$ cat config.mk
export PLATFORM = sky130hd
export DESIGN_NAME = vna_front
export DESIGN_NICKNAME = d
export VERILOG_FILES = /design/src/rtl/assert_macros.svh /design/src/rtl/vna_pkg.sv /design/src/rtl/vna_front.sv
export SDC_FILE = /design/constraint.sdc
export NUM_CORES = 1
export LEC_CHECK = 0
export BUFFER_PORTS_ARGS = -buffer_cell sky130_fd_sc_hd__buf_2
export CAP_MARGIN = 20
export CORE_ASPECT_RATIO = 0.75
export CORE_MARGIN = 2
export CORE_UTILIZATION = 55
export CTS_CLUSTER_DIAMETER = 50
export CTS_CLUSTER_SIZE = 16
export DETAILED_ROUTE_END_ITERATION = 10
export PLACE_DENSITY = 0.77
export SYNTH_ARGS = -nofsm -noshare
export SYNTH_HDL_FRONTEND = slang
export SYNTH_SLANG_ARGS = --single-unit
$ cat constraint.sdc
create_clock -name aclk -period 4.8 [get_ports aclk]
set_input_delay 0.48 -clock aclk [delete_from_list [all_inputs] [get_ports aclk]]
set_output_delay 0.48 -clock aclk [all_outputs]
set_load 0.02 [all_outputs]
$ cat src/rtl/assert_macros.svh
// Assertion macros used by the back end (vna_back).
`ifndef ASSERT_MACROS_SVH
`define ASSERT_MACROS_SVH
// Same-cycle implication, clocked on aclk, off while in reset.
`define VNA_ASSERT_IMPL(lbl, ante, cons) \
    lbl: assert property (@(posedge aclk) disable iff (!aresetn) (ante) |-> (cons)) \
        else $error("assertion failed");
// Next-cycle implication.
`define VNA_ASSERT_NEXT(lbl, ante, cons) \
    lbl: assert property (@(posedge aclk) disable iff (!aresetn) (ante) |=> (cons)) \
        else $error("assertion failed");
`endif

$ cat src/rtl/vna_pkg.sv
// Shared types and constants for the vertex normal averaging core.
`timescale 1ns / 1ps
package vna_pkg;
    localparam int DEF_MAX_VERTICES = 1024;
    localparam int DEF_POS_WIDTH    = 16;
    localparam int DEF_ACC_WIDTH    = 24;
    localparam int QUEUE_DEPTH      = 4;
    localparam int FRAC_BITS        = 14;
    localparam int UNIT_ONE         = 16384;

    localparam logic [1:0] KIND_LOAD = 2'd0;
    localparam logic [1:0] KIND_TRI  = 2'd1;
    localparam logic [1:0] KIND_READ = 2'd2;

    typedef enum logic [1:0] {
        OP_LOAD,
        OP_TRI,
        OP_READ,
        OP_READ_OOR
    } op_t;

    typedef struct packed {
        op_t         op;
        logic [9:0]  index;
        logic [9:0]  tri_a;
        logic [9:0]  tri_b;
        logic [9:0]  tri_c;
        logic [15:0] pos_x;
        logic [15:0] pos_y;
        logic [15:0] pos_z;
    } item_t;

    typedef enum logic [3:0] {
        S_IDLE,
        S_LOAD,
        S_PA,
        S_PB,
        S_PC,
        S_PW,
        S_CROSS,
        S_SQ,
        S_ROOT,
        S_DIV,
        S_AR,
        S_AW,
        S_RR,
        S_RW,
        S_OUT
    } st_t;
endpackage

$ cat src/rtl/vna_front.sv
// Front end: accepts stream transactions, classifies them and queues the valid ones.
`timescale 1ns / 1ps
module vna_front
    import vna_pkg::*;
#(
    parameter int MAX_VERTICES = DEF_MAX_VERTICES
) (
    input  logic        aclk,
    input  logic        aresetn,
    input  logic        s_tvalid,
    output logic        s_tready,
    input  logic [87:0] s_tdata,  // vertex_index, pos_x, pos_y, pos_z, tri_a, tri_b, tri_c
    input  logic [1:0]  s_tuser,  // kind
    output logic        item_valid,
    input  logic        item_ready,
    output item_t       item
);
    localparam int QAW = $clog2(QUEUE_DEPTH);
    localparam int QCW = $clog2(QUEUE_DEPTH + 1);

    item_t          queue_mem [QUEUE_DEPTH];
    logic [QAW-1:0] head_reg, head_next, tail_reg, tail_next;
    logic [QCW-1:0] count_reg, count_next;
    item_t          cls;
    logic           keep;
    logic           push, pop;

    function automatic logic in_range(input logic [9:0] v);
        in_range = 32'(v) < 32'(MAX_VERTICES);
    endfunction

    always_comb begin
        cls.index = s_tdata[9:0];
        cls.pos_x = s_tdata[25:10];
        cls.pos_y = s_tdata[41:26];
        cls.pos_z = s_tdata[57:42];
        cls.tri_a = s_tdata[67:58];
        cls.tri_b = s_tdata[77:68];
        cls.tri_c = s_tdata[87:78];
        cls.op    = OP_LOAD;
        keep      = 1'b0;
        case (s_tuser)
            KIND_LOAD: begin
                keep = in_range(cls.index);
            end
            KIND_TRI: begin
                cls.op = OP_TRI;
                keep   = in_range(cls.tri_a) && in_range(cls.tri_b) && in_range(cls.tri_c);
            end
            KIND_READ: begin
                cls.op = in_range(cls.index) ? OP_READ : OP_READ_OOR;
                keep   = 1'b1;
            end
            default: begin
                keep = 1'b0;
            end
        endcase
    end

    assign s_tready   = count_reg != QCW'(QUEUE_DEPTH);
    assign item_valid = count_reg != '0;
    assign item       = queue_mem[head_reg];
    assign push       = s_tvalid && s_tready && keep;
    assign pop        = item_valid && item_ready;

    always_comb begin
        head_next  = pop  ? head_reg + 1'b1 : head_reg;
        tail_next  = push ? tail_reg + 1'b1 : tail_reg;
        count_next = count_reg + QCW'(push) - QCW'(pop);
    end

    always_ff @(posedge aclk) begin
        if (push) begin
            queue_mem[tail_reg] <= cls;
        end
    end

    always_ff @(posedge aclk) begin
        if (!aresetn) begin
            head_reg  <= '0;
            tail_reg  <= '0;
            count_reg <= '0;
        end else begin
            head_reg  <= head_next;
            tail_reg  <= tail_next;
            count_reg <= count_next;
        end
    end
endmodule

* Yosys cells after proc, flatten, opt, wreduce, memory -nomap -nowiden
Memories as Yosys holds them, arrays and structs flattened. A register that Yosys moved wholly into a read port is not among the register bits.
Cells that the tools add are included.
** Word-level totals
- Logic and storage cells :: 23
- Output and inout bits :: 92
- Memories :: 1
- Bits in writable memories :: 360
- Bits of input ports :: 94
- Register bits :: 7
** Memory list
- queue_mem :: depth 4, width 90, read ports 1, clocked after memory_dff 1, wr ports 1, line vna_front.sv:21 : item_t queue_mem [QUEUE_DEPTH];
** Cells by class
- $add $sub $neg :: 4
- Reductions and logical operators :: 6
- Muxes and demuxes :: 6
- Eq/ne operators :: 3
** Operator list (count)
- $add A2 B1 Y2 const B :: 2
- $mux W2 :: 2
- $pmux W2 S2 :: 1
- $add A3 B1 Y3 :: 1
- $logic_and A1 B1 Y1 :: 3
- $mux W1 :: 3
- $ne A3 B3 Y1 const B :: 1
- $reduce_bool A3 Y1 :: 1
- $reduce_or A3 Y1 :: 1
- $sub A3 B1 Y3 :: 1
- $eq A2 B1 Y1 const B :: 1
- $eq A2 B2 Y1 const B :: 1
- $logic_not A2 Y1 :: 1

* Logic depth before layout (Yosys ltp)
- Word-level depth :: 6
- Depth in mapped cells :: 10
- Depth with buffers taken out :: 10

* Least setup slack after synthesis
No wires, ideal clock.
- Path kind :: input to register
- Start point :: input port s_tuser[0]
- End point :: memory queue_mem[0][0] in the netlist's numbering, enable pin
- Setup time :: 459 ps
- Path buffers :: 0
- Required time :: 4341 ps
- Stages :: 2
- Data arrival time :: 3001 ps
- Slack :: 1341 ps
- Cells stage by stage :: a221oi_4 -> and2_1
** On the way
- Cells in the longest elaborated chain, start to end :: 6
- Elaborated cells on any way between the ends :: 8
- Classes of those cells :: eq/ne (2); mux (3); reduce/logical (3)
** Ends and longest elaborated chain
- from (decl) :: line vna_front.sv:13 : input logic [1:0] s_tuser,
- $eq A2 B2 Y1, or another cell as far along :: line vna_front.sv:42 : case (s_tuser)
- $reduce_or A3 Y1 (no line) (*)
- $mux W1 (*) :: line vna_front.sv:42
- $logic_and A1 B1 Y1 (*) :: line vna_front.sv:63 : assign push = s_tvalid && s_tready && keep;
- $mux W1 (*) :: line vna_front.sv:73 : if (push) begin
- $mux W1 (implied by the code) (*) :: line vna_front.sv:74 : queue_mem[tail_reg] <= cls;
- to (decl) :: line vna_front.sv:21
Mark *: on every way between the ends. The rest lies on a longest branch, timed or not.

==> impl.org <==
** Yosys
- Register area share after synthesis :: 0.809
- Fraction of synthesized area in multiplexers :: 0.151
- Warnings from Yosys :: 0
- Post-synthesis cell type count :: 21
- Fraction of the mapped netlist area in compound gates :: 0.00322
- Ranked by total cell area, the synthesized netlist is headed by edfxtp_1 (80%), mux4_2 (15%), buf_12 (1.3%).
- Synthesized area per cell :: 26.0 sq um
- Simple-gate portion of the synthesized area :: 0.00764
- Largest family of logic cells by synthesized area :: multiplexers
- In this run, synthesis produced a sequential element count of 369.
- Post-synth top area share :: 0.796
- After technology mapping, the gate count stands at 522.
- The mapped netlist covers 0.0136 sq mm.
- Synthesis produced a netlist with a net count of 623.
- Summed over all instances, the cell type with the most area after synthesis is edfxtp_1.
- Adder-cell share of the synthesized area :: 0.00700
- Of the total synthesized cell area, the portion taken by XOR and XNOR cells is 0.00258.

** Timing
- Period minus WS final :: 3.14 ns
- The max-slew violation total from the final report was 0.
- In the finished design, the share of the clock period the worst path needs comes to 0.655.
- Final total negative setup slack :: 0 ns
- Worst clock skew :: 0.0131 ns
- Setup repair after global routing missed its margin :: false
- Setup violations remaining at the end of the flow were counted as 0.
- Derived from the worst setup path, the maximum achievable clock frequency is 0.318 GHz.
- For the pin with the worst max-slew slack, the measured transition is 1.07 ns.
- Worst slew slack as a fraction of its limit :: 0.284
- Final hold vios :: 0

** Cells and area
- Compared with the post-synthesis result, the final layout area differs by 15.2%.
- Diodes inserted :: 0
- Max FFs per register :: 360
- Ratio of cells with drive above 1 in the final layout :: 0.442
- Fillers :: 1,577
- For this run, the post-layout net count is 828.

** Setup path
- Type of element launching the critical path :: flip-flop
- Endpoint required time on the critical path :: 4.32 ns
- R2r worst-path depth :: 4
- Of all nets on the critical path, the largest fanout is 72.
- In this run the number of cells on the critical path is 3.
- Among all stages on the critical path, the largest delay is contributed by dfxtp_4.
- Critical Path, Cell by Cell :: buf_4 -> mux4_2 -> buf_2
- Kind of critical path :: reg2out
- The number of buffers and inverters on the critical path is 2.
- The worst setup path is captured at an output pin.
- For the worst setup path, the data arrival time is 2.66 ns.
- For this run, the slowest stage of the critical path takes 1.05 ns.
- The cell family contributing the most delay on the critical path is flip-flops.

** Floorplanning
- In this run the core area contains 49 standard-cell rows.
- Die Y :: 140 um
- Die outline area :: 0.0260 sq mm
- Chip width :: 185 um
- Total I/O pin count :: 186
- Starting density of the core :: 0.564
- The total area inside the core boundary comes to 0.0241 sq mm.

** GRT
- Entering global routing, the biggest net connects 76 pins.
- Overflow left after global routing :: 0
- Overall fraction of global-route tracks in use :: 0.195
- The initial antenna violation count was 6.
- Vias in the first global route :: 6,448
- First-pass GRT wire length :: 37,300 um

** Power
- For this design the static power due to leakage is 5.19 nW.
- Pwr dens :: 513 mW/mm^2
- The design draws 0.00803 W.
- Maximum resistive drop on vdd :: 0.437 mV

** Clock network
- Counting the buffers created by CTS gives 28.
- CTS saw 369 sinks.
- CTS built an H-tree with a depth of 1.
- Max Buffers Root-to-Sink :: 3
- Count of instances resized after the clock tree is built :: 0
- Clock tree from TritonCTS :: built
- The root buffer cell chosen for the clock tree is clkbuf_16.
- Clock-pin slew was measured on the worst setup and hold paths at 0.07 ns.
- In this run the post-CTS setup repair buffer count came out at 0.
- For the worst-skew pair, the clock arrives at the later sink with an insertion delay of 0.54 ns.
- For this design, the CTS-stage hold fixing added 0 buffers.

** Routing
- Average detailed-routed wire length per instance :: 23.2 um
- Summed over all layers, the routed wires come to 24,900 um.
- After the first detailed-routing iteration, the DRC count stood at 417.
- Count of TritonRoute iterations in the first routing pass :: 5
- In the routed layout, each cell is associated on average with a via count of 5.70.
- The detailed router placed 6,112 vias in this run.
- Number of antenna-violating nets in the routed design :: 0
- For this run, design rule violations remaining after detail routing come to 0.

** Place
- Detailed placement ended at an HPWL of 15,500 um.
- # port buffers :: 185
- Gp weighted congestion :: 0.786

** Worst hold path
- Along the worst hold path, the cell count comes to 1.
- Worst min-delay path class :: in2reg

** Flow run
- Maximum capacitance violations :: 0

** Run status
- Status :: completed
per-layer routing:
metal,vias to the layer above,GRT usage,routed length (um)
li1,2630,-,-
met1,3163,0.276,10000
met3,50,0.0538,2460
met5,-,0,63
met2,259,0.311,11900
met4,10,0.0401,450
where the power goes:
group / switching, W / internal (W)
registers: 0.000168 / 0.00380
logic: 0.00106 / 0.000830
clock network: 0.000996 / 0.00117
metrics by stage:
stage	setup WS [ns]	util	std cells	area, sq um	hold slack [ns]
finish	1.66	0.650	1073	15700	0.142
global route	1.53	0.650	1073	15700	0.128
CTS	1.62	0.648	1072	15600	0.122
detailed placement	1.94	0.614	1027	14800	0.530
global placement	2.02	0.614	1027	14800	0.478
floorplan	1.34	-	522	13600	0.468
logic make-up after synthesis:
logic type	count (synthesis)
AND/OR/NAND/NOR	19
adder cells (fa/ha/maj)	7
AO/OA/AOI/OAI	3
multiplexers	92
flip-flops	369
XOR/XNOR	4
buffers and inverters	28
cells in the mapped netlist:
cell type,count
edfxtp_1,360
mux4_2,90
buf_12,9
buf_2,9
dfxtp_1,9
and2_1,8
inv_1,7
ha_1,6
nand2_1,5
nor2b_1,4
xnor2_1,4
mux2i_1,2
a221oi_4,1
buf_1,1
buf_6,1
clkbuf_1,1
fa_1,1
nor2_1,1
o311ai_1,1
o31a_1,1
or3_1,1
cell usage in the layout (no fill, tap or decap), types with 2 or more instances in the layout:
master / synthesis / final
and2_1: 8 / 4
and2_4: 0 / 4
buf_2: 9 / 185
buf_4: 0 / 9
clkbuf_1: 1 / 9
clkbuf_16: 0 / 29
clkinv_2: 0 / 2
dfxtp_1: 9 / 7
dfxtp_4: 0 / 2
edfxtp_1: 360 / 360
ha_1: 6 / 6
inv_1: 7 / 7
mux2i_1: 2 / 2
mux4_2: 90 / 90
nand2_1: 5 / 5
nor2b_1: 4 / 4
xnor2_1: 4 / 4
path summary, 6_finish.rpt:
check	start	end	slack (ns)
worst min-delay path	s_tdata[45]	queue_mem[3][3]	0.14
worst min register to register	tail_reg[1]	tail_reg[1]	0.54
worst max-delay path	flip-flop	item[82]	1.66
worst max register to register	count_reg[0]	queue_mem[0][38]	2.24
worst register-to-register path: cells and delay by family (launching register included):
family / cells / cell delay, ns
AOI/OAI and AO/OA: 1 / 0.42
buffers and inverters: 1 / 0.45
DFF: 1 / 0.40
and+or+nand+nor: 2 / 0.96
final cells by class:
class                           instances  area [sq um]  share of cell area
Clock buffer                           39           773              0.0494
Timing Repair Buffer                  196          1040              0.0665
Sequential cell                       369         11000               0.703
Multi-Input combinational cell        125          2330               0.149
Inverter                                7          26.3             0.00168
Tap cell                              331           414              0.0265
Clock inverter                          6          63.8             0.00408
Power figures use the tool's default switching activity.
